**config.mk**
```make
export PLATFORM = sky130hd
export DESIGN_NAME = rpy_ctrl
export DESIGN_NICKNAME = d
export VERILOG_FILES = /design/src/sv/rpy_pkg.sv /design/src/sv/rpy_ctrl.sv
export SDC_FILE = /design/constraint.sdc
export NUM_CORES = 1
export LEC_CHECK = 0
export ABC_AREA = 1
export BUFFER_PORTS_ARGS = -buffer_cell sky130_fd_sc_hd__buf_4
export CORE_MARGIN = 2
export CORE_UTILIZATION = 40
export DETAILED_ROUTE_END_ITERATION = 16
export GPL_TIMING_DRIVEN = 0
export PLACE_DENSITY = 0.6
export SLEW_MARGIN = 20
export SYNTH_ARGS = -nofsm -noshare
export SYNTH_HDL_FRONTEND = slang
export SYNTH_SLANG_ARGS = --single-unit
```
**constraint.sdc**
```tcl
create_clock -name clk -period 3.73 [get_ports clk]
set_input_delay 0.1865 -clock clk [delete_from_list [all_inputs] [get_ports clk]]
set_output_delay 0.1865 -clock clk [all_outputs]
set_load 0.03 [all_outputs]
```
**src/sv/rpy_pkg.sv**
```systemverilog
`timescale 1ns / 1ps
// ----------------------------------------------------------------------------
// rpy_pkg
// Shared types, constants and the microcode table of the RPY mobility block.
// ----------------------------------------------------------------------------
package rpy_pkg;

	localparam int NUM_SPHERES = 3;
	localparam int IDX_W       = 2;
	localparam int PC_W        = 7;
	localparam int MAG_W       = 36;

	localparam logic [63:0] TWO_Q16    = 64'h20000;
	localparam logic [63:0] C_INV8PI   = 64'd170891319;
	localparam logic [63:0] C_INV16PI  = 64'd85445659;
	localparam logic [63:0] C_3INV16PI = 64'd256336978;
	localparam logic [63:0] C_THIRD    = 64'hAAAAAAAB;
	localparam logic [63:0] C_P32      = 64'h1_0000_0000;

	typedef struct packed {
		logic signed [31:0] pos_x;
		logic signed [31:0] pos_y;
		logic signed [31:0] pos_z;
		logic signed [31:0] force_x;
		logic signed [31:0] force_y;
		logic signed [31:0] force_z;
		logic signed [31:0] torque_x;
		logic signed [31:0] torque_y;
		logic signed [31:0] torque_z;
	} sphere_t;

	typedef enum logic [1:0] {OP_MUL, OP_SQRT, OP_DIV, OP_OUT} op_kind_t;
	typedef enum logic [1:0] {MD_LOAD, MD_ADD, MD_SUB} mode_t;
	typedef enum logic [1:0] {SQ_NEXT, SQ_NEAR, SQ_PEND, SQ_TEND} seq_t;

	typedef struct packed {
		op_kind_t    kind;
		mode_t       mode;
		logic [5:0]  a;
		logic [5:0]  b;
		logic [5:0]  sh;
		logic        wr;
		logic [5:0]  dst;
		seq_t        seq;
	} uop_t;

	typedef struct packed {
		uop_t             uop;
		logic             load;
		logic             opnd;
		logic             wb;
		logic [IDX_W-1:0] t;
		logic [IDX_W-1:0] s;
	} cmd_t;

	typedef struct packed {
		logic iter_done;
		logic near;
	} stat_t;

	// register file slots
	localparam logic [5:0] R_D0 = 6'd0, R_D1 = 6'd1, R_D2 = 6'd2, R_R2 = 6'd3;
	localparam logic [5:0] R_R = 6'd4, R_Q = 6'd5, R_Q2 = 6'd6, R_Q3 = 6'd7;
	localparam logic [5:0] R_E0 = 6'd8, R_E1 = 6'd9, R_E2 = 6'd10, R_K = 6'd11;
	localparam logic [5:0] R_TTID = 6'd12, R_TTRR = 6'd13, R_RT = 6'd14;
	localparam logic [5:0] R_RRID = 6'd15, R_RRRR = 6'd16, R_DF = 6'd17, R_DT = 6'd18;
	localparam logic [5:0] R_CF0 = 6'd19, R_CF1 = 6'd20, R_CF2 = 6'd21;
	localparam logic [5:0] R_CT0 = 6'd22, R_CT1 = 6'd23, R_CT2 = 6'd24;
	localparam logic [5:0] R_ACC0 = 6'd25, R_ACC1 = 6'd26, R_ACC2 = 6'd27;
	localparam logic [5:0] R_ACC3 = 6'd28, R_ACC4 = 6'd29, R_ACC5 = 6'd30;
	// slots reused once their first value is dead
	localparam logic [5:0] R_SO = R_D0, R_RO = R_D1, R_TQ2 = R_R2;

	// operand sources outside the register file
	localparam logic [5:0] O_PTX = 6'd32, O_PTY = 6'd33, O_PTZ = 6'd34;
	localparam logic [5:0] O_PSX = 6'd35, O_PSY = 6'd36, O_PSZ = 6'd37;
	localparam logic [5:0] O_FSX = 6'd38, O_FSY = 6'd39, O_FSZ = 6'd40;
	localparam logic [5:0] O_TSX = 6'd41, O_TSY = 6'd42, O_TSZ = 6'd43;
	localparam logic [5:0] O_ZERO = 6'd44, O_ONE = 6'd45, O_TWO = 6'd46;
	localparam logic [5:0] O_THIRD = 6'd47, O_P32 = 6'd48, O_C8 = 6'd49;
	localparam logic [5:0] O_C16 = 6'd50, O_C316 = 6'd51;

	// output slots for the copy-out ops
	localparam logic [5:0] OUT_VX = 6'd0, OUT_VY = 6'd1, OUT_VZ = 6'd2;
	localparam logic [5:0] OUT_WX = 6'd3, OUT_WY = 6'd4, OUT_WZ = 6'd5;

	localparam logic [PC_W-1:0] PC_TBEG = 7'd0;
	localparam logic [PC_W-1:0] PC_PAIR = 7'd6;
	localparam logic [PC_W-1:0] PC_TEND = 7'd77;

	function automatic uop_t mk(input op_kind_t kind, input mode_t mode,
			input logic [5:0] a, input logic [5:0] b, input logic [5:0] sh,
			input logic wr, input logic [5:0] dst, input seq_t seq);
		uop_t u;
		u.kind = kind; u.mode = mode; u.a = a; u.b = b; u.sh = sh;
		u.wr = wr; u.dst = dst; u.seq = seq;
		return u;
	endfunction

	// multiply op: T = a*b >> sh, or T +/- that; optional write of T
	function automatic uop_t mul(input logic [5:0] a, input logic [5:0] b,
			input logic [5:0] sh, input mode_t mode, input logic wr, input logic [5:0] dst);
		return mk(OP_MUL, mode, a, b, sh, wr, dst, SQ_NEXT);
	endfunction

	function automatic uop_t ucode(input logic [PC_W-1:0] pc);
		uop_t u;
		u = mul(O_ZERO, O_ONE, 6'd0, MD_LOAD, 1'b0, R_D0);
		case (pc)
			// clear the six accumulators for a new target
			7'd0:  u = mul(O_ZERO, O_ONE, 6'd0, MD_LOAD, 1'b1, R_ACC0);
			7'd1:  u = mul(O_ZERO, O_ONE, 6'd0, MD_LOAD, 1'b1, R_ACC1);
			7'd2:  u = mul(O_ZERO, O_ONE, 6'd0, MD_LOAD, 1'b1, R_ACC2);
			7'd3:  u = mul(O_ZERO, O_ONE, 6'd0, MD_LOAD, 1'b1, R_ACC3);
			7'd4:  u = mul(O_ZERO, O_ONE, 6'd0, MD_LOAD, 1'b1, R_ACC4);
			7'd5:  u = mul(O_ZERO, O_ONE, 6'd0, MD_LOAD, 1'b1, R_ACC5);
			// pair body: separation
			7'd6:  u = mul(O_PTX, O_ONE, 6'd0, MD_LOAD, 1'b0, R_D0);
			7'd7:  u = mul(O_PSX, O_ONE, 6'd0, MD_SUB, 1'b1, R_D0);
			7'd8:  u = mul(O_PTY, O_ONE, 6'd0, MD_LOAD, 1'b0, R_D1);
			7'd9:  u = mul(O_PSY, O_ONE, 6'd0, MD_SUB, 1'b1, R_D1);
			7'd10: u = mul(O_PTZ, O_ONE, 6'd0, MD_LOAD, 1'b0, R_D2);
			7'd11: u = mul(O_PSZ, O_ONE, 6'd0, MD_SUB, 1'b1, R_D2);
			7'd12: u = mul(R_D0, R_D0, 6'd16, MD_LOAD, 1'b0, R_R2);
			7'd13: u = mul(R_D1, R_D1, 6'd16, MD_ADD, 1'b0, R_R2);
			7'd14: u = mul(R_D2, R_D2, 6'd16, MD_ADD, 1'b1, R_R2);
			7'd15: u = mk(OP_SQRT, MD_LOAD, R_R2, O_ONE, 6'd0, 1'b1, R_R, SQ_NEAR);
			7'd16: u = mk(OP_DIV, MD_LOAD, R_R, O_ONE, 6'd0, 1'b1, R_Q, SQ_NEXT);
			7'd17: u = mul(R_Q, R_Q, 6'd32, MD_LOAD, 1'b1, R_Q2);
			7'd18: u = mul(R_Q2, R_Q, 6'd32, MD_LOAD, 1'b1, R_Q3);
			7'd19: u = mul(R_D0, R_Q, 6'd18, MD_LOAD, 1'b1, R_E0);
			7'd20: u = mul(R_D1, R_Q, 6'd18, MD_LOAD, 1'b1, R_E1);
			7'd21: u = mul(R_D2, R_Q, 6'd18, MD_LOAD, 1'b1, R_E2);
			// coefficients
			7'd22: u = mul(O_C8, R_Q, 6'd32, MD_LOAD, 1'b1, R_K);
			7'd23: u = mul(R_Q2, O_TWO, 6'd0, MD_LOAD, 1'b1, R_TQ2);
			7'd24: u = mul(R_TQ2, O_THIRD, 6'd33, MD_LOAD, 1'b0, R_TQ2);
			7'd25: u = mul(O_P32, O_ONE, 6'd0, MD_ADD, 1'b1, R_TQ2);
			7'd26: u = mul(R_K, R_TQ2, 6'd32, MD_LOAD, 1'b1, R_TTID);
			7'd27: u = mul(O_P32, O_ONE, 6'd0, MD_LOAD, 1'b0, R_TQ2);
			7'd28: u = mul(R_Q2, O_TWO, 6'd0, MD_SUB, 1'b1, R_TQ2);
			7'd29: u = mul(R_K, R_TQ2, 6'd32, MD_LOAD, 1'b1, R_TTRR);
			7'd30: u = mul(O_C8, R_Q2, 6'd32, MD_LOAD, 1'b1, R_RT);
			7'd31: u = mul(O_C16, R_Q3, 6'd32, MD_LOAD, 1'b1, R_RRID);
			7'd32: u = mul(O_C316, R_Q3, 6'd32, MD_LOAD, 1'b1, R_RRRR);
			// dot products
			7'd33: u = mul(R_E0, O_FSX, 6'd30, MD_LOAD, 1'b0, R_DF);
			7'd34: u = mul(R_E1, O_FSY, 6'd30, MD_ADD, 1'b0, R_DF);
			7'd35: u = mul(R_E2, O_FSZ, 6'd30, MD_ADD, 1'b1, R_DF);
			7'd36: u = mul(R_E0, O_TSX, 6'd30, MD_LOAD, 1'b0, R_DT);
			7'd37: u = mul(R_E1, O_TSY, 6'd30, MD_ADD, 1'b0, R_DT);
			7'd38: u = mul(R_E2, O_TSZ, 6'd30, MD_ADD, 1'b1, R_DT);
			// cross products
			7'd39: u = mul(O_FSY, R_E2, 6'd30, MD_LOAD, 1'b0, R_CF0);
			7'd40: u = mul(O_FSZ, R_E1, 6'd30, MD_SUB, 1'b1, R_CF0);
			7'd41: u = mul(O_FSZ, R_E0, 6'd30, MD_LOAD, 1'b0, R_CF1);
			7'd42: u = mul(O_FSX, R_E2, 6'd30, MD_SUB, 1'b1, R_CF1);
			7'd43: u = mul(O_FSX, R_E1, 6'd30, MD_LOAD, 1'b0, R_CF2);
			7'd44: u = mul(O_FSY, R_E0, 6'd30, MD_SUB, 1'b1, R_CF2);
			7'd45: u = mul(O_TSY, R_E2, 6'd30, MD_LOAD, 1'b0, R_CT0);
			7'd46: u = mul(O_TSZ, R_E1, 6'd30, MD_SUB, 1'b1, R_CT0);
			7'd47: u = mul(O_TSZ, R_E0, 6'd30, MD_LOAD, 1'b0, R_CT1);
			7'd48: u = mul(O_TSX, R_E2, 6'd30, MD_SUB, 1'b1, R_CT1);
			7'd49: u = mul(O_TSX, R_E1, 6'd30, MD_LOAD, 1'b0, R_CT2);
			7'd50: u = mul(O_TSY, R_E0, 6'd30, MD_SUB, 1'b1, R_CT2);
			7'd51: u = mul(R_TTRR, R_DF, 6'd32, MD_LOAD, 1'b1, R_SO);
			7'd52: u = mul(R_RRRR, R_DT, 6'd32, MD_LOAD, 1'b1, R_RO);
			// linear velocity
			7'd53: u = mul(R_TTID, O_FSX, 6'd32, MD_LOAD, 1'b0, R_ACC0);
			7'd54: u = mul(R_SO, R_E0, 6'd30, MD_ADD, 1'b0, R_ACC0);
			7'd55: u = mul(R_RT, R_CT0, 6'd32, MD_ADD, 1'b0, R_ACC0);
			7'd56: u = mul(R_ACC0, O_ONE, 6'd0, MD_ADD, 1'b1, R_ACC0);
			7'd57: u = mul(R_TTID, O_FSY, 6'd32, MD_LOAD, 1'b0, R_ACC1);
			7'd58: u = mul(R_SO, R_E1, 6'd30, MD_ADD, 1'b0, R_ACC1);
			7'd59: u = mul(R_RT, R_CT1, 6'd32, MD_ADD, 1'b0, R_ACC1);
			7'd60: u = mul(R_ACC1, O_ONE, 6'd0, MD_ADD, 1'b1, R_ACC1);
			7'd61: u = mul(R_TTID, O_FSZ, 6'd32, MD_LOAD, 1'b0, R_ACC2);
			7'd62: u = mul(R_SO, R_E2, 6'd30, MD_ADD, 1'b0, R_ACC2);
			7'd63: u = mul(R_RT, R_CT2, 6'd32, MD_ADD, 1'b0, R_ACC2);
			7'd64: u = mul(R_ACC2, O_ONE, 6'd0, MD_ADD, 1'b1, R_ACC2);
			// angular velocity
			7'd65: u = mul(R_RT, R_CF0, 6'd32, MD_LOAD, 1'b0, R_ACC3);
			7'd66: u = mul(R_RRID, O_TSX, 6'd32, MD_SUB, 1'b0, R_ACC3);
			7'd67: u = mul(R_RO, R_E0, 6'd30, MD_ADD, 1'b0, R_ACC3);
			7'd68: u = mul(R_ACC3, O_ONE, 6'd0, MD_ADD, 1'b1, R_ACC3);
			7'd69: u = mul(R_RT, R_CF1, 6'd32, MD_LOAD, 1'b0, R_ACC4);
			7'd70: u = mul(R_RRID, O_TSY, 6'd32, MD_SUB, 1'b0, R_ACC4);
			7'd71: u = mul(R_RO, R_E1, 6'd30, MD_ADD, 1'b0, R_ACC4);
			7'd72: u = mul(R_ACC4, O_ONE, 6'd0, MD_ADD, 1'b1, R_ACC4);
			7'd73: u = mul(R_RT, R_CF2, 6'd32, MD_LOAD, 1'b0, R_ACC5);
			7'd74: u = mul(R_RRID, O_TSZ, 6'd32, MD_SUB, 1'b0, R_ACC5);
			7'd75: u = mul(R_RO, R_E2, 6'd30, MD_ADD, 1'b0, R_ACC5);
			7'd76: u = mk(OP_MUL, MD_ADD, R_ACC5, O_ONE, 6'd0, 1'b1, R_ACC5, SQ_PEND);
			// copy out saturated results
			7'd77: u = mk(OP_OUT, MD_LOAD, R_ACC0, O_ONE, 6'd0, 1'b0, OUT_VX, SQ_NEXT);
			7'd78: u = mk(OP_OUT, MD_LOAD, R_ACC1, O_ONE, 6'd0, 1'b0, OUT_VY, SQ_NEXT);
			7'd79: u = mk(OP_OUT, MD_LOAD, R_ACC2, O_ONE, 6'd0, 1'b0, OUT_VZ, SQ_NEXT);
			7'd80: u = mk(OP_OUT, MD_LOAD, R_ACC3, O_ONE, 6'd0, 1'b0, OUT_WX, SQ_NEXT);
			7'd81: u = mk(OP_OUT, MD_LOAD, R_ACC4, O_ONE, 6'd0, 1'b0, OUT_WY, SQ_NEXT);
			7'd82: u = mk(OP_OUT, MD_LOAD, R_ACC5, O_ONE, 6'd0, 1'b0, OUT_WZ, SQ_TEND);
			default: u = mk(OP_MUL, MD_LOAD, O_ZERO, O_ONE, 6'd0, 1'b0, R_D0, SQ_TEND);
		endcase
		return u;
	endfunction

endpackage

```
**src/sv/rpy_ctrl.sv**
```systemverilog
`timescale 1ns / 1ps
// ----------------------------------------------------------------------------
// rpy_ctrl
// Sequencer: walks the microcode over targets and source spheres.
// ----------------------------------------------------------------------------
module rpy_ctrl import rpy_pkg::*; (
	input  logic             clk,
	input  logic             arst_n,
	input  logic             start,
	input  logic             action,
	input  stat_t            st,
	output cmd_t             cmd,
	output logic             busy,
	output logic             result_valid,
	output logic [IDX_W-1:0] target_index,
	output logic             last_result
);

	typedef enum logic [5:0] {
		S_IDLE  = 6'b000001,
		S_ISSUE = 6'b000010,
		S_OPND  = 6'b000100,
		S_ITER  = 6'b001000,
		S_WB    = 6'b010000,
		S_EMIT  = 6'b100000
	} state_t;

	localparam logic [IDX_W-1:0] LAST = IDX_W'(NUM_SPHERES - 1);

	state_t           state_q;
	logic [PC_W-1:0]  pc_q;
	logic [IDX_W-1:0] t_q, s_q;
	uop_t             uop;
	logic             accept;

	assign uop    = ucode(pc_q);
	assign accept = start && (state_q == S_IDLE);

	always_ff @(posedge clk or negedge arst_n) begin
		if (!arst_n) begin
			state_q <= S_IDLE;
			pc_q    <= PC_TBEG;
			t_q     <= '0;
			s_q     <= '0;
		end else begin
			case (state_q)
				S_IDLE: begin
					if (accept && action) begin
						t_q     <= '0;
						s_q     <= '0;
						pc_q    <= PC_TBEG;
						state_q <= S_ISSUE;
					end
				end
				S_ISSUE: state_q <= S_OPND;
				S_OPND: begin
					if (uop.kind == OP_SQRT || uop.kind == OP_DIV)
						state_q <= S_ITER;
					else
						state_q <= S_WB;
				end
				S_ITER: begin
					if (st.iter_done)
						state_q <= S_WB;
				end
				S_WB: begin
					state_q <= S_ISSUE;
					case (uop.seq)
						SQ_NEXT: pc_q <= pc_q + 1'b1;
						SQ_TEND: state_q <= S_EMIT;
						SQ_NEAR, SQ_PEND: begin
							if (uop.seq == SQ_NEAR && !st.near) begin
								pc_q <= pc_q + 1'b1;
							end else if (s_q == LAST) begin
								pc_q <= PC_TEND;
							end else begin
								s_q  <= s_q + 1'b1;
								pc_q <= PC_PAIR;
							end
						end
						default: pc_q <= pc_q + 1'b1;
					endcase
				end
				S_EMIT: begin
					if (t_q == LAST) begin
						state_q <= S_IDLE;
					end else begin
						t_q     <= t_q + 1'b1;
						s_q     <= '0;
						pc_q    <= PC_TBEG;
						state_q <= S_ISSUE;
					end
				end
				default: state_q <= S_IDLE;
			endcase
		end
	end

	always_comb begin
		cmd.uop  = uop;
		cmd.load = accept && !action;
		cmd.opnd = (state_q == S_OPND);
		cmd.wb   = (state_q == S_WB);
		cmd.t    = t_q;
		cmd.s    = s_q;
	end

	assign busy         = (state_q != S_IDLE);
	assign result_valid = (state_q == S_EMIT);
	assign target_index = t_q;
	assign last_result  = (state_q == S_EMIT) && (t_q == LAST);

endmodule

```
# After elaboration in Yosys (flattened, before gate mapping)
# Memory sizes are Yosys's and may differ from the RTL's.
# Cells that the tools add are included.
[word_totals]
register_bits = 17
rom_bits = 3840
in_bits = 6
out_inout_bits = 43
word_cells = 65
n_memories = 1
[memory_table]
columns = ["name", "depth", "word_bits", "rd", "rd_ports_with_merged_regs", "write_ports", "line_no", "text"]
rows = [
  ["(no name shown)", 128, 30, 1, 0, 0, "rpy_pkg.sv:109", "case (pc)"],
]
[classes]
n_addsub = 3
n_eq_ne = 21
mux = 20
n_reduce_logical = 16
[ops]
columns = ["operator", "count"]
rows = [
  ["$pmux 6 s6", 1],
  ["$mux 7", 4],
  ["$pmux 7 s3", 1],
  ["$mux 6", 3],
  ["$mux 2", 7],
  ["$pmux 7 s2", 1],
  ["$eq 2x2->1 const B", 5],
  ["$ne 2x2->1 const B", 4],
  ["$add 7x1->7 const B", 1],
  ["$eq 6x1->1 const B", 1],
  ["$eq 6x2->1 const B", 1],
  ["$eq 6x3->1 const B", 1],
  ["$eq 6x4->1 const B", 1],
  ["$eq 6x5->1 const B", 1],
  ["$eq 6x6->1 const B", 1],
  ["$ne 6x1->1 const B", 1],
  ["$pmux 2 s3", 1],
  ["$reduce_and 6->1", 1],
  ["$logic_and 1x1->1", 5],
  ["$mux 5", 1],
  ["$add 2x1->2 const B", 2],
  ["$eq 2x1->1 const B", 2],
  ["$ne 2x1->1 const B", 2],
  ["$pmux 2 s2", 1],
  ["10 further kinds", 11],
]

# Depth between registers and ports, before layout
# Gate-level depths: netlist (run 1).
# An unclocked memory read counts as a cell.
[depth]
ltp_word = 6
depth_mapped = 20
ltp_nobuf = 19

# Worst setup path before layout (run 1)
# OpenSTA, ideal clock, no wires.
[synth_timing]
path_kind = "register -> register"
startpoint = "register pc_q[0]"
endpoint = "register pc_q[6]"
setup_ps = 117
arrival_ps = 2510
path_slack_ps = 1103
stages_incl_launch_ff = 16
path_buffers = 0
cell_sequence = "dfrtp_1 > ha_1 > ha_1 > nand2_1 > o21ai_0 > nand2_1 > inv_1 > ha_1 > nor2_1 > nand2_1 > nand2_1 > inv_1 > nand2_1 > inv_1 > nand2_1 > nand2_1"
[synth_lines]
columns = ["element", "line_no", "text"]
rows = [
  ["start, declared", "rpy_ctrl.sv:31", "logic [PC_W-1:0] pc_q;"],
  ["start signal, assigned", "rpy_ctrl.sv:69", "SQ_NEXT: pc_q <= pc_q + 1'b1;"],
  ["start signal, assigned", "rpy_ctrl.sv:73", "pc_q <= pc_q + 1'b1;"],
  ["start signal, assigned", "rpy_ctrl.sv:81", "default: pc_q <= pc_q + 1'b1;"],
]

# Worst setup path in the final report (run 1)
[layout_timing]
startpoint = "register pc_q[0]"
endpoint = "register pc_q[3]"
[layout_via]
elab_chain_len = 6
elab_cells_between_ends = 12
[layout_lines]
columns = ["element", "line_no", "text"]
rows = [
  ["$mem_v2 128x30", "-", ""],
  ["$eq 2x1->1", "rpy_ctrl.sv:68, rpy_ctrl.sv:72", ""],
  ["$logic_and 1x1->1", "rpy_ctrl.sv:72", "if (uop.seq == SQ_NEAR && !st.near) begin"],
  ["$mux 7", "rpy_ctrl.sv:72", ""],
  ["$pmux 7 s2", "rpy_ctrl.sv:68", "case (uop.seq)"],
  ["$pmux 7 s3", "rpy_ctrl.sv:46", "case (state_q)"],
]
# Several ways; a longest one is shown, not always the timed one.
# A chain may end at the register's enable or synchronous reset.

==> flow_results.org, run 1 <==
** Run status
- The run finished with clean final reports.

** Critical path
- In this run the critical register-to-register path is launched from pc_q[0]$_DFFE_PN0P_.
- Worst setup path startpoint :: pc_q[0]$_DFFE_PN0P_
- R2r endpoint :: pc_q[3]$_DFFE_PN0P_
- In this run the worst setup path terminates at pc_q[3]$_DFFE_PN0P_.
- For the worst setup path, the data required time is 3.87 ns.
- Slack of the worst reg-to-reg path :: 0.67 ns
- Maximum fanout along the worst path :: 12
- Critical path start-end classification :: reg2reg
- Kind of start point of the critical path :: flip-flop
- Data arrives at the worst endpoint at 3.20 ns.
- Worst Setup End Kind :: flip-flop
- Depth of the most critical reg-to-reg path :: 15

** Logic synthesis
- The synthesized netlist contains 37 unique library cells.
- Summing the sequential cell areas from Yosys gives 13.3% of the chip area.
- Synth warnings :: 0
- Post-Synthesis Cells :: 583
- Mean instance size in the synthesized netlist :: 5.49 um2
- The cell area that synthesis handed to floorplanning was 3200 um2.
- Syn_nets :: 611
- Synth Register Bits :: 17

** Routing
- The routed layout has 4366 vias.
- The first TritonRoute pass finished after 6 iterations.
- Summed over all layers, the routed wires come to 14.3 mm.
- The detail route stage leaves a number of antenna-violating nets equal to 0.
- Dividing the detail-routed via count by the number of cells gives 5.92.
- The first routing iteration left 545 violations.
- After detailed routing, the number of remaining DRC violations is 0.
- In the final routed layout, each cell accounts on average for 19.3 um.

** Placed design
- At the end of routability-driven placement, the weighted congestion stood at 1.04.
- After detailed placement, the total cell area comes to 3680 um2.
- Detailed placer's ending HPWL :: 10.8 mm
- In this run the tool buffered the top-level ports with 47 buffer cells.
- Before CTS, the worst setup slack after placement is 0.726 ns.
- Including well taps, the total number of placed cells is 732.

** STA
- Once routing completed, OpenROAD measured the worst setup slack at 0.673 ns.
- Derived from the worst setup path, the maximum achievable clock frequency is 327 MHz.
- Final hold vios :: 0
- Fin. max-slew vios :: 0
- Setup repair after global routing left no endpoint under its margin.
- Fin Clk Skew :: 0.00409 ns
- Normalized max-slew margin :: 51.6%
- In the final timing run, aggregate negative setup slack is 0 ns.
- Setup violations remaining at the end of the flow were counted as 0.
- Measured slew at the worst slew-check pin :: 0.726 ns
- Hold Worst Slack :: 0.200 ns
- The clock period could shrink to 3.06 ns.
- In the finished design, the share of the clock period the worst path needs comes to 82.0%.

** Die
- Cell row count :: 32
- In this run the vertical extent of the chip is 93.4 um.
- Pin placement for this block handled 49 I/O pins.
- For this configuration, the core starts out at a cell density of 41.4%.
- The floorplan step defined a core boundary enclosing 7730 um2.
- The floorplan step defined a die boundary enclosing 8730 um2.
- Die X-Extent :: 93.4 um

** Global route
- Gr usage total :: 32.9%
- GRT overflow :: 0
- The number of antenna violations at the first check in global routing is 0.
- Maximum number of pins on one net before global-route repair :: 18
- The number of global-route vias before repair was 4097.
- Global-route wire length before repair :: 22.0 mm

** Flow run
- Total of max-cap violations :: 0

** Clock network
- Clock transition time at the flip-flop clock pins of the worst setup and hold paths :: 0.07 ns
- Number of buffers added for setup after CTS :: 0
- Number of resized instances in the post-cts repair step :: 0
- Clock latency on the worst-skew pair, taken at its later pin, is 0.25 ns.
- Clock tree synthesis inserted a total of 3 buffers.
- The number of hold buffers added after CTS was 1.
- Clk Tree Root Cell :: clkbuf_8
- The clock passes through at most 2 buffers.
- TritonCTS built the clock tree.
- Counting every sink on the clock net gives 17.
- CTS built an H-tree with a depth of 1.

** Power and ir drop
- The design draws 0.582 mW.
- Leakage power summed over all cells :: 2.12 nW
- VDD sags by at most 0.129 mV.
- In this run the power density over the cells is 156 nW/um2.

** Finish
- Final core utilization :: 48.3%
- The area growth from synthesis to layout is 16.7%.
- Final instance area :: 3730 um2
- Once layout is complete, the cells apart from fillers number 737.
- For this run, the post-layout net count is 664.
- Commonest cells after routing, fill and taps aside :: nand2_1 (211), nand3_1 (61), nor2_1 (58), inv_1 (58), buf_4 (54)
- The library cell used most frequently in the layout, excluding fill and tap cells, is nand2_1.
- Of the cells placed in the final design, the portion with a size suffix greater than 1 is 16.1%.
- The repair_antennas step left the layout with diodes totalling 0.

** Min path
- Worst min path class :: in2reg
## cells by family after synthesis
group | after synthesis | share of synthesized area [%]
AO/OA/AOI/OAI | 80 | 14.3
buffers and inverters | 94 | 13.8
adder cells (fa/ha/maj) | 22 | 8.61
other | 1 | 0.117
AND/OR/NAND/NOR | 369 | 49.8
flip-flops | 17 | 13.3
## worst min-delay path by stage
stage,start,end,cells after the start
4_1_cts,st[1],state_q[3]$_DFFE_PN0P_,4
5_1_grt,st[1],state_q[3]$_DFFE_PN0P_,4
3_3_place_gp,arst_n,target_index[0]$_DFFE_PN0P_,1
3_5_place_dp,arst_n,target_index[0]$_DFFE_PN0P_,1
6_report,st[1],state_q[3]$_DFFE_PN0P_,4
2_1_floorplan,arst_n,pc_q[0]$_DFFE_PN0P_,0
## routing by layer
metal | up-vias | routed length (um) | GRT usage [%]
met4 | 0 | 697 | 15.2
met5 | - | 0 | 0
met2 | 386 | 5720 | 46.9
met1 | 1912 | 5790 | 45.0
li1 | 1986 | - | -
met3 | 82 | 2050 | 9.99
## layout make-up
| class | count | area (um2) |
|---|---|---|
| Buffer | 28 | 190 |
| Clock buffer | 4 | 45.0 |
| Fill cell | 857 | 3990 |
| Inverter | 66 | 250 |
| Multi-Input combinational cell | 472 | 2330 |
| Sequential cell | 17 | 427 |
| Tap cell | 102 | 128 |
| Timing Repair Buffer | 48 | 363 |
## synth_stat cells (all sizes together)
cell type    n  area [um2]
dfrtp       16         400
conb         1        3.75
nor2        69         312
buf         25         179
o31ai        3        22.5
a21boi       1        7.51
nand2      216         828
a31oi        1        6.26
nand4       16         100
and2         1        6.26
dfstp        1        26.3
nor3         2        10.0
ha          22         275
a21oi       17        96.4
clkbuf       3        11.3
nand3       63         325
clkinv       1        3.75
o22ai        1        6.26
o2111ai      2        17.5
o211ai       9        67.6
nor4         1        6.26
inv         65         246
o21ai       46         234
or2          1        6.26
## power by group
| group | switching, mW | internal, mW | total [mW] |
|---|---|---|---|
| combinational | 0.163 | 0.0688 | 0.232 |
| clock | 0.0619 | 0.0758 | 0.138 |
| sequential | 0.0105 | 0.202 | 0.212 |
## state kept, by name, indices dropped and copies added (netlist names)
| signal | count |
|---|---|
| state_q | 6 |
| s_q | 2 |
| target_index | 2 |
| pc_q | 7 |
## worst max-delay path, cell delays in order (launching register included)
cell     delay (ns)
dfrtp_1        0.66
ha_1           0.51
ha_1           0.27
nand2_1        0.11
o21ai_0        0.18
nand2_1        0.10
inv_1          0.10
ha_1           0.27
nor2_1         0.22
nand2_1        0.13
nand2_1        0.12
inv_1          0.06
nand2_1        0.06
inv_1          0.03
nand2_1        0.05
nand2_1        0.05
Note: power is estimated with default switching activity, not from simulation.
==> run 2: changes to the inputs <==
- PLACE_DENSITY: 0.6 -> 0.62
- clock period: 3.73 -> 2.8 ns (I/O delays scaled with it)
==> run 2 against run 1 <==
Net effect:
- worst hold slack got worse by 0.020 ns
- clock power increased by 34%
- worst setup slack got worse by 0.60 ns
- cell area increased by 2.2%
- combinational power increased by 26%
- core utilization increased by 1.1 points
- critical path depth decreased by 4
- first-iteration DRC count increased by 30%
==> flow_results.org, run 2 (same netlist as run 1, synthesis figures left out) <==
** Flow run
- The max-capacitance violation count came to 0 (unchanged).

** Clock network
- The clock root buffer was clkbuf_8 (unchanged).
- Longest Clk Path Bufs :: 2 (unchanged)
- The TritonCTS clock tree is yes (unchanged).
- Clock transition time at the flip-flop clock pins of the worst setup and hold paths :: 0.07 ns (about the same)
- The total number of clock tree sinks is 17 (unchanged).
- The clock insertion delay at the later pin of the skew report is 0.25 ns (about the same).
- The number of levels the H-tree was split into was 1 (unchanged).
- Inserted Clock Buffers :: 3 (unchanged)

** Power and ir drop
- Internal power summed over all cells :: 0.463 mW (was 0.346 mW)
- Switching part of the total power :: 39.0% (was 40.5%)
- The power per cell area came to 199 nW/um2 (was 156 nW/um2).
- The sequential share of power is 37.2% (was 36.5%).
- Total power consumption of the routed design :: 0.760 mW (was 0.582 mW)
- Clock network fraction of design power :: 24.3% (was 23.6%)
- Gate power share :: 38.5% (was 39.9%)
- Leakage power summed over all cells :: 2.16 nW (was 2.12 nW)
- The reported net switching power was 0.296 mW (was 0.236 mW).
- The maximum ir drop on the vdd rail is 0.253 mV (was 0.129 mV).

** STA
- RSZ-0062 raised after global routing :: false (unchanged)
- Final setup violation count :: 0 (unchanged)
- Period utilisation layout :: 97.3%
- Post-route worst setup slack :: 0.0764 ns (was 0.673 ns)
- The worst path needs 2.72 ns of the cycle, external delays included.
- The remaining max-slew budget at the tightest pin was 52.3% (was 51.6%).
- The setup TNS after final layout was 0 ns (unchanged).
- Fin. max-slew vios :: 0 (unchanged)
- Fin Clk Skew :: 0.00333 ns (was 0.00409 ns)
- Measured slew at the worst slew-check pin :: 0.716 ns (was 0.726 ns)
- Maximum clock rate :: 367 MHz
- The count of endpoints failing hold in the final timing report was 0 (unchanged).

** Finish
- Largest Register :: pc_q (unchanged)
- Area used by multi-input combinational logic :: 2350 um2 (was 2330 um2)
- The area of all sequential standard cells was 430 um2 (was 427 um2).
- Area growth from synthesis to final layout :: 19.3% (was 16.7%)
- Final instance area :: 3820 um2 (was 3730 um2)
- The share of the core filled with cells was 49.4% (was 48.3%).
- The number of fill cells came to 881 (was 857).
- Share of post-route cells with drive strength above 1 :: 18.2% (was 16.1%)
- The number of flip-flops under the largest register name is 7 (unchanged).
- Largest registers :: pc_q x7, state_q x6 (unchanged)
- Commonest cells after routing, fill and taps aside :: nand2_1 (210), buf_4 (61), nand3_1 (61) (was nand2_1 (211), nand3_1 (61), nor2_1 (58), inv_1 (58), buf_4 (54))
- The leading cell type in the layout, fill and taps excluded is nand2_1 (unchanged).
- The count of nets after finishing was 672 (was 664).
- The number of antenna repair diodes came to 0 (unchanged).

** Die
- The total die area came to 8730 um2 (unchanged).
- The starting density of the core came to 41.4% (unchanged).
- The height of the die was 93.4 um (unchanged).
- Cell row count :: 32 (unchanged)
- The die boundary width came to 93.4 um (unchanged).
- The core outline area is 7730 um2 (unchanged).
- The boundary pin count came to 49 (unchanged).

** Routing
- The post-detailed-route count of antenna-violating nets was 0 (unchanged).
- The total iterations of the first detailed-routing run was 8 (was 6).
- The average wire length per cell after detail routing came to 20.4 um (was 19.3 um).
- Total wire length after detailed routing :: 15.2 mm (was 14.3 mm)
- Initial drt markers :: 706 (was 545)
- The total via count after detailed routing is 4446 (was 4366).
- The mean number of vias per cell came to 5.97 (was 5.92).
- The remaining design rule violation count came to 0 (unchanged).

** Critical path
- The cell with the largest stage delay on the worst path is dfrtp_2 (was dfrtp_1).
- The top fanout value on the critical path came to 11 (was 12).
- The kind of start point of the critical path is a flip-flop (unchanged).
- Data arrival, critical path :: 2.58 ns (was 3.20 ns)
- The kind of cell with the highest combined delay on the critical path was simple AND/OR/NAND/NOR gates (was adder cells).
- Cell chain of the critical path :: inv_4 -> ha_1 -> nand2_1 -> inv_1 -> nor2_1 -> nand2_1 -> nand3_1 -> nand2_1 -> o21ai_1 -> nand2_1 -> buf_4 (was ha_1 -> ha_1 -> nand2_1 -> o21ai_0 -> nand2_1 -> inv_1 -> ha_1 -> nor2_1 -> nand2_1 -> nand2_1 -> inv_1 -> nand2_1 -> inv_1 -> nand2_1 -> nand2_1)
- Critical path data required time :: 2.66 ns (was 3.87 ns)
- Critical path start-end classification :: reg2out (was reg2reg)
- Count of buffering cells on the critical path with inverters included :: 3 (unchanged)
- The critical path's largest stage delay was 0.47 ns (was 0.66 ns).
- The most prevalent standard cell on the critical path is nand2_1 (unchanged).
- Worst Setup End Kind :: output port (was flip-flop)

** Placed design
- The post-placement setup slack came to -0.323 ns (was 0.726 ns).
- Detailed placer's ending HPWL :: 11.3 mm (was 10.8 mm)
- IO Port Bufs :: 47 (unchanged)
- Instance area at placement :: 3680 um2 (unchanged)
- Routability-driven placement congestion ratio :: 1.06 (was 1.04)

** Global route
- Initial antenna violation count :: 0 (unchanged)
- Vias in the first global route :: 4212 (was 4097)
- The overall routing resource usage was 34.6% (was 32.9%).
- The overall overflow remaining after global route is 0 (unchanged).
- Maximum number of pins on one net before global-route repair :: 18 (unchanged)
- Global-route wire length before repair :: 22.9 mm (was 22.0 mm)

** Run status
- Run status: completed (unchanged).

** Min path
- Worst min path class :: in2reg (unchanged)
## run 2: what timing repair did
action	in CTS	in global routing
hold buffers	1	0
pin swaps	0	1
hold endpoints to repair	17	0
setup endpoints to repair	14	18
setup buffers	0	8
gates resized for setup	3	10
## run 2: cell type report
type | instances | share of cell area (%)
Clock buffer | 4 | 1.18
Buffer | 28 | 5.08
Tap cell | 102 | 3.34
Timing Repair Buffer | 56 | 11.0
Sequential cell | 17 | 11.3
Inverter | 66 | 6.62
Multi-Input combinational cell | 472 | 61.5
## run 2: routing by layer
metal	vias to the layer above	share of wire (%)	GRT usage (%)
met3	87	13	7.33
met5	-	0	0
met1	1971	38	44.6
met2	387	42	52.5
met4	0	6.7	21.1
li1	2001	-	-
## run 2: final timing paths
path | startpoint | endpoint | slack [ns] | cells after the start
max | pc_q[0]$_DFFE_PN0P_ | cmd[21] | 0.08 | 11
max in group asynchronous | arst_n | state_q[0]$_DFFE_PN1P_ | 2.25 | 2
max reg2reg | pc_q[0]$_DFFE_PN0P_ | pc_q[3]$_DFFE_PN0P_ | 0.20 | 15
min reg2reg | s_q[0]$_DFFE_PN0P_ | s_q[0]$_DFFE_PN0P_ | 0.51 | 2
min | st[1] | state_q[3]$_DFFE_PN0P_ | 0.18 | 4
min in group asynchronous | arst_n | target_index[0]$_DFFE_PN0P_ | 0.29 | 2
## run 2: through the flow
step	hold WS, ns	cells
floorplan	-0.156	583
global placement	0.0177	732
detailed placement	0.0201	732
CTS	0.172	737
global route	0.183	745
finish	0.180	745
## run 2: worst reg2reg max path, delay by kind of cell (launching register included)
family        cells  cell delay, ns
flops             1            0.48
fa+ha+maj         2            0.56
buf+inv           4            0.54
simple gates      9            0.92
## run 2: power groups by stage
| stage | registers [mW] | clock network, mW | logic, mW |
|---|---|---|---|
| global placement | 0.286 | 0 | 0.284 |
| floorplan | 0.284 | 0 | 0.207 |
| finish | 0.283 | 0.185 | 0.292 |
| CTS | 0.283 | 0.192 | 0.289 |
| global route | 0.284 | 0.201 | 0.321 |
| detailed placement | 0.287 | 0 | 0.287 |
==> run 3: changes to the inputs <==
- CORE_UTILIZATION: 40 -> 53
- PLACE_DENSITY: 0.62 -> 0.78
==> run 3 against run 2 <==
Net effect:
- cell area down 1.0%
- sequential power about the same
- critical path depth unchanged
- non-clock buffer count down 1
- cell count down 3.8%
- core utilization up 15 points
- maximum frequency up 0.18%
- combinational power up 7.2%
- die area down 24%
- worst hold slack worse by 0.029 ns
- critical endpoint unchanged
==> flow_results.org, run 3 (same netlist as run 1, synthesis figures left out) <==
** Run status
- Run status :: completed (unchanged)

** STA
- The worst-case hold slack was 0.151 ns (was 0.180 ns).
- The count of endpoints failing hold in the final timing report came to 0 (unchanged).
- Period utilisation layout :: 97.1% (was 97.3%)
- Final setup violation count :: 0 (unchanged)
- Fin Clk Skew :: 0.00445 ns (was 0.00333 ns)
- Measured slew at the worst slew-check pin :: 0.631 ns (was 0.716 ns)
- Normalized max-slew margin :: 57.9% (was 52.3%)
- The final count of pins violating max slew was 0 (unchanged).
- Maximum clock rate :: 368 MHz (was 367 MHz)
- Final critical path time including I/O delays and setup :: 2.72 ns (about the same)
- RSZ-0062 raised after global routing: false (unchanged).

** Clock network
- Clock insertion delay at the later pin of the skew report :: 0.25 ns (about the same)
- The maximum count of clock buffers along a single path was 2 (unchanged).
- Number of clock sinks seen by CTS :: 17 (unchanged)
- The TritonCTS clock tree is yes (unchanged).
- Depth of the CTS H-tree :: 1 (unchanged)
- Clock transition time at the flip-flop clock pins of the worst setup and hold paths :: 0.07 ns (about the same)
- Inserted Clock Buffers :: 3 (unchanged)
- Clk Tree Root Cell :: clkbuf_8 (unchanged)

** Placed design
- The post-place instance area was 3640 um2 (was 3680 um2).
- The routability-driven placement congestion ratio is 1.16 (was 1.06).
- IO Port Bufs :: 47 (unchanged)
- The placed wire-length estimate was 10.2 mm (was 11.3 mm).

** Min path
- Worst min path class :: in2reg (unchanged)
- Capture endpoint of the worst hold path :: state_q[3]$_DFFE_PN0P_ (unchanged)
- Startpoint of the lowest-slack hold path :: st[1] (unchanged)
- WHS Path Cells :: 4 (unchanged)

** Die
- The die boundary width is 81.7 um (was 93.4 um).
- The starting density of the core is 54.3% (was 41.4%).
- The row count is 28 (was 32).
- The core outline area was 5890 um2 (was 7730 um2).
- The height of the die was 81.7 um (was 93.4 um).
- I/O pin total :: 49 (unchanged)
- The total die area came to 6670 um2 (was 8730 um2).

** Finish
- The count of nets after finishing was 671 (was 672).
- Final instance area :: 3780 um2 (was 3820 um2)
- Area growth from synthesis to final layout :: 18.1% (was 19.3%)
- Most frequent standard cell in the layout excluding fill and tap cells :: nand2_1 (unchanged)
- Share of post-route cells with drive strength above 1 :: 18.1% (was 18.2%)
- Largest Register :: pc_q (unchanged)
- The share of the core filled with cells is 64.2% (was 49.4%).
- Largest registers: pc_q x7, state_q x6 (unchanged).
- Commonest cells after routing, fill and taps aside :: nand2_1 (210), nand3_1 (61), buf_4 (60) (was nand2_1 (210), buf_4 (61), nand3_1 (61))
- The number of antenna repair diodes was 0 (unchanged).
- The number of flip-flops under the largest register name was 7 (unchanged).

** Critical path
- R2r endpoint :: pc_q[3]$_DFFE_PN0P_ (unchanged)
- Data arrival, critical path :: 2.58 ns (about the same)
- Depth of the most critical reg-to-reg path :: 18 (was 15)
- Kind of start point of the critical path :: flip-flop (unchanged)
- The startpoint of the worst-slack reg-to-reg timing path is pc_q[2]$_DFFE_PN0P_ (was pc_q[0]$_DFFE_PN0P_).
- Worst Setup End Kind :: output port (unchanged)
- Maximum fanout along the worst path :: 11 (unchanged)
- The type of the worst setup path was reg2out (unchanged).
- The reg2reg setup slack came to 0.09 ns (was 0.20 ns).
- The required time at the endpoint of the critical path is 2.66 ns (about the same).

** Global route
- Global-route wire length before repair :: 20.7 mm (was 22.9 mm)
- Vias in the first global route :: 3958 (was 4212)
- The overall overflow remaining after global route was 0 (unchanged).
- The largest net degree at the start of global routing came to 18 (unchanged).
- The number of antenna violations at the first check in global routing is 0 (unchanged).
- The overall routing resource usage was 41.6% (was 34.6%).

** Routing
- Initial drt markers :: 865 (was 706)
- The total via count after detailed routing is 4649 (was 4446).
- The average wire length per cell after detail routing is 19.7 um (was 20.4 um).
- First-pass DRT Iterations :: 8 (unchanged)
- Routed Antenna Nets :: 0 (unchanged)
- The mean number of vias per cell is 6.48 (was 5.97).
- Total wire length after detailed routing :: 14.1 mm (was 15.2 mm)
- The remaining design rule violation count came to 0 (unchanged).

** Flow run
- The max-capacitance violation count is 0 (unchanged).

** Power and ir drop
- Power density over the cells :: 206 nW/um2 (was 199 nW/um2)
- The post-route total power is 0.778 mW (was 0.760 mW).
- The standby leakage power is 2.16 nW (about the same).
- Worst IR drop on VDD :: 0.410 mV (was 0.253 mV)
[run 3: cell types whose count changed in the layout (fill, tap and decap cells not counted)]
cell / delta
o21ai_0: +1
nor2_2: +1
dfrtp_2: -1
nor2_1: -1
dfrtp_1: +1
buf_4: -1
o21ai_1: -1
[run 3: per-stage QoR]
stage               cells  TNS, ns  setup slack, ns
global route          717        0           0.0118
floorplan             583        0            0.173
CTS                   710        0           0.0454
detailed placement    705   -0.596           -0.144
finish                717        0           0.0814
global placement      705   -0.212          -0.0748
[run 3: final cells by class]
class / count / area (um2)
multi-input combinational: 472 / 2350
fill: 555 / 2110
timing repair buffer: 55 / 413
clock buffer: 4 / 45.0
inverter: 66 / 253
sequential: 17 / 429
tap: 75 / 93.8
buffer: 28 / 194
[run 3: how the worst max path moves through the flow]
| stage | startpoint | end | slack, ns | cells past startpoint |
|---|---|---|---|---|
| finish | pc_q[0]$_DFFE_PN0P_ | cmd[21] | 0.08 | 11 |
| global route | pc_q[0]$_DFFE_PN0P_ | cmd[21] | 0.01 | 11 |
| CTS | pc_q[1]$_DFFE_PN0P_ | s_q[1]$_DFFE_PN0P_ | 0.05 | 15 |
| detailed placement | pc_q[0]$_DFFE_PN0P_ | s_q[1]$_DFFE_PN0P_ | -0.14 | 13 |
| global placement | pc_q[0]$_DFFE_PN0P_ | pc_q[3]$_DFFE_PN0P_ | -0.07 | 15 |
| floorplan | pc_q[0]$_DFFE_PN0P_ | pc_q[6]$_DFFE_PN0P_ | 0.17 | 15 |
[run 3: repair_timing]
action,4_1_cts,5_1_grt
hold buffers,1,0
gates cloned,0,0
hold endpoints to repair,17,0
resized for setup,2,9
setup buffers,0,7
setup endpoints to repair,10,14
[run 3: metal layers]
layer	wire length, um	GRT usage [%]	vias up
met2	5380	59.0	522
met4	1110	18.3	0
li1	-	-	2001
met5	0	4.17	-
met3	2470	15.1	153
met1	5160	55.9	1973
[run 3: worst max-delay path: stages (launching register included)]
cell     delay [ns]
dfrtp_2        0.48
inv_4          0.12
ha_1           0.35
nand2_1        0.20
inv_1          0.08
nor2_1         0.41
nand2_1        0.10
nand3_1        0.13
nand2_1        0.08
o21ai_1        0.12
nand2_1        0.09
buf_4          0.17
[run 3: where the power goes]
group | internal [mW] | total (mW) | switching (mW) | leakage (nW)
sequential | 0.269 | 0.283 | 0.0145 | 0.229
clock | 0.101 | 0.182 | 0.0811 | 0.0228
combinational | 0.0934 | 0.313 | 0.219 | 1.90
total | 0.463 | 0.778 | 0.315 | 2.16
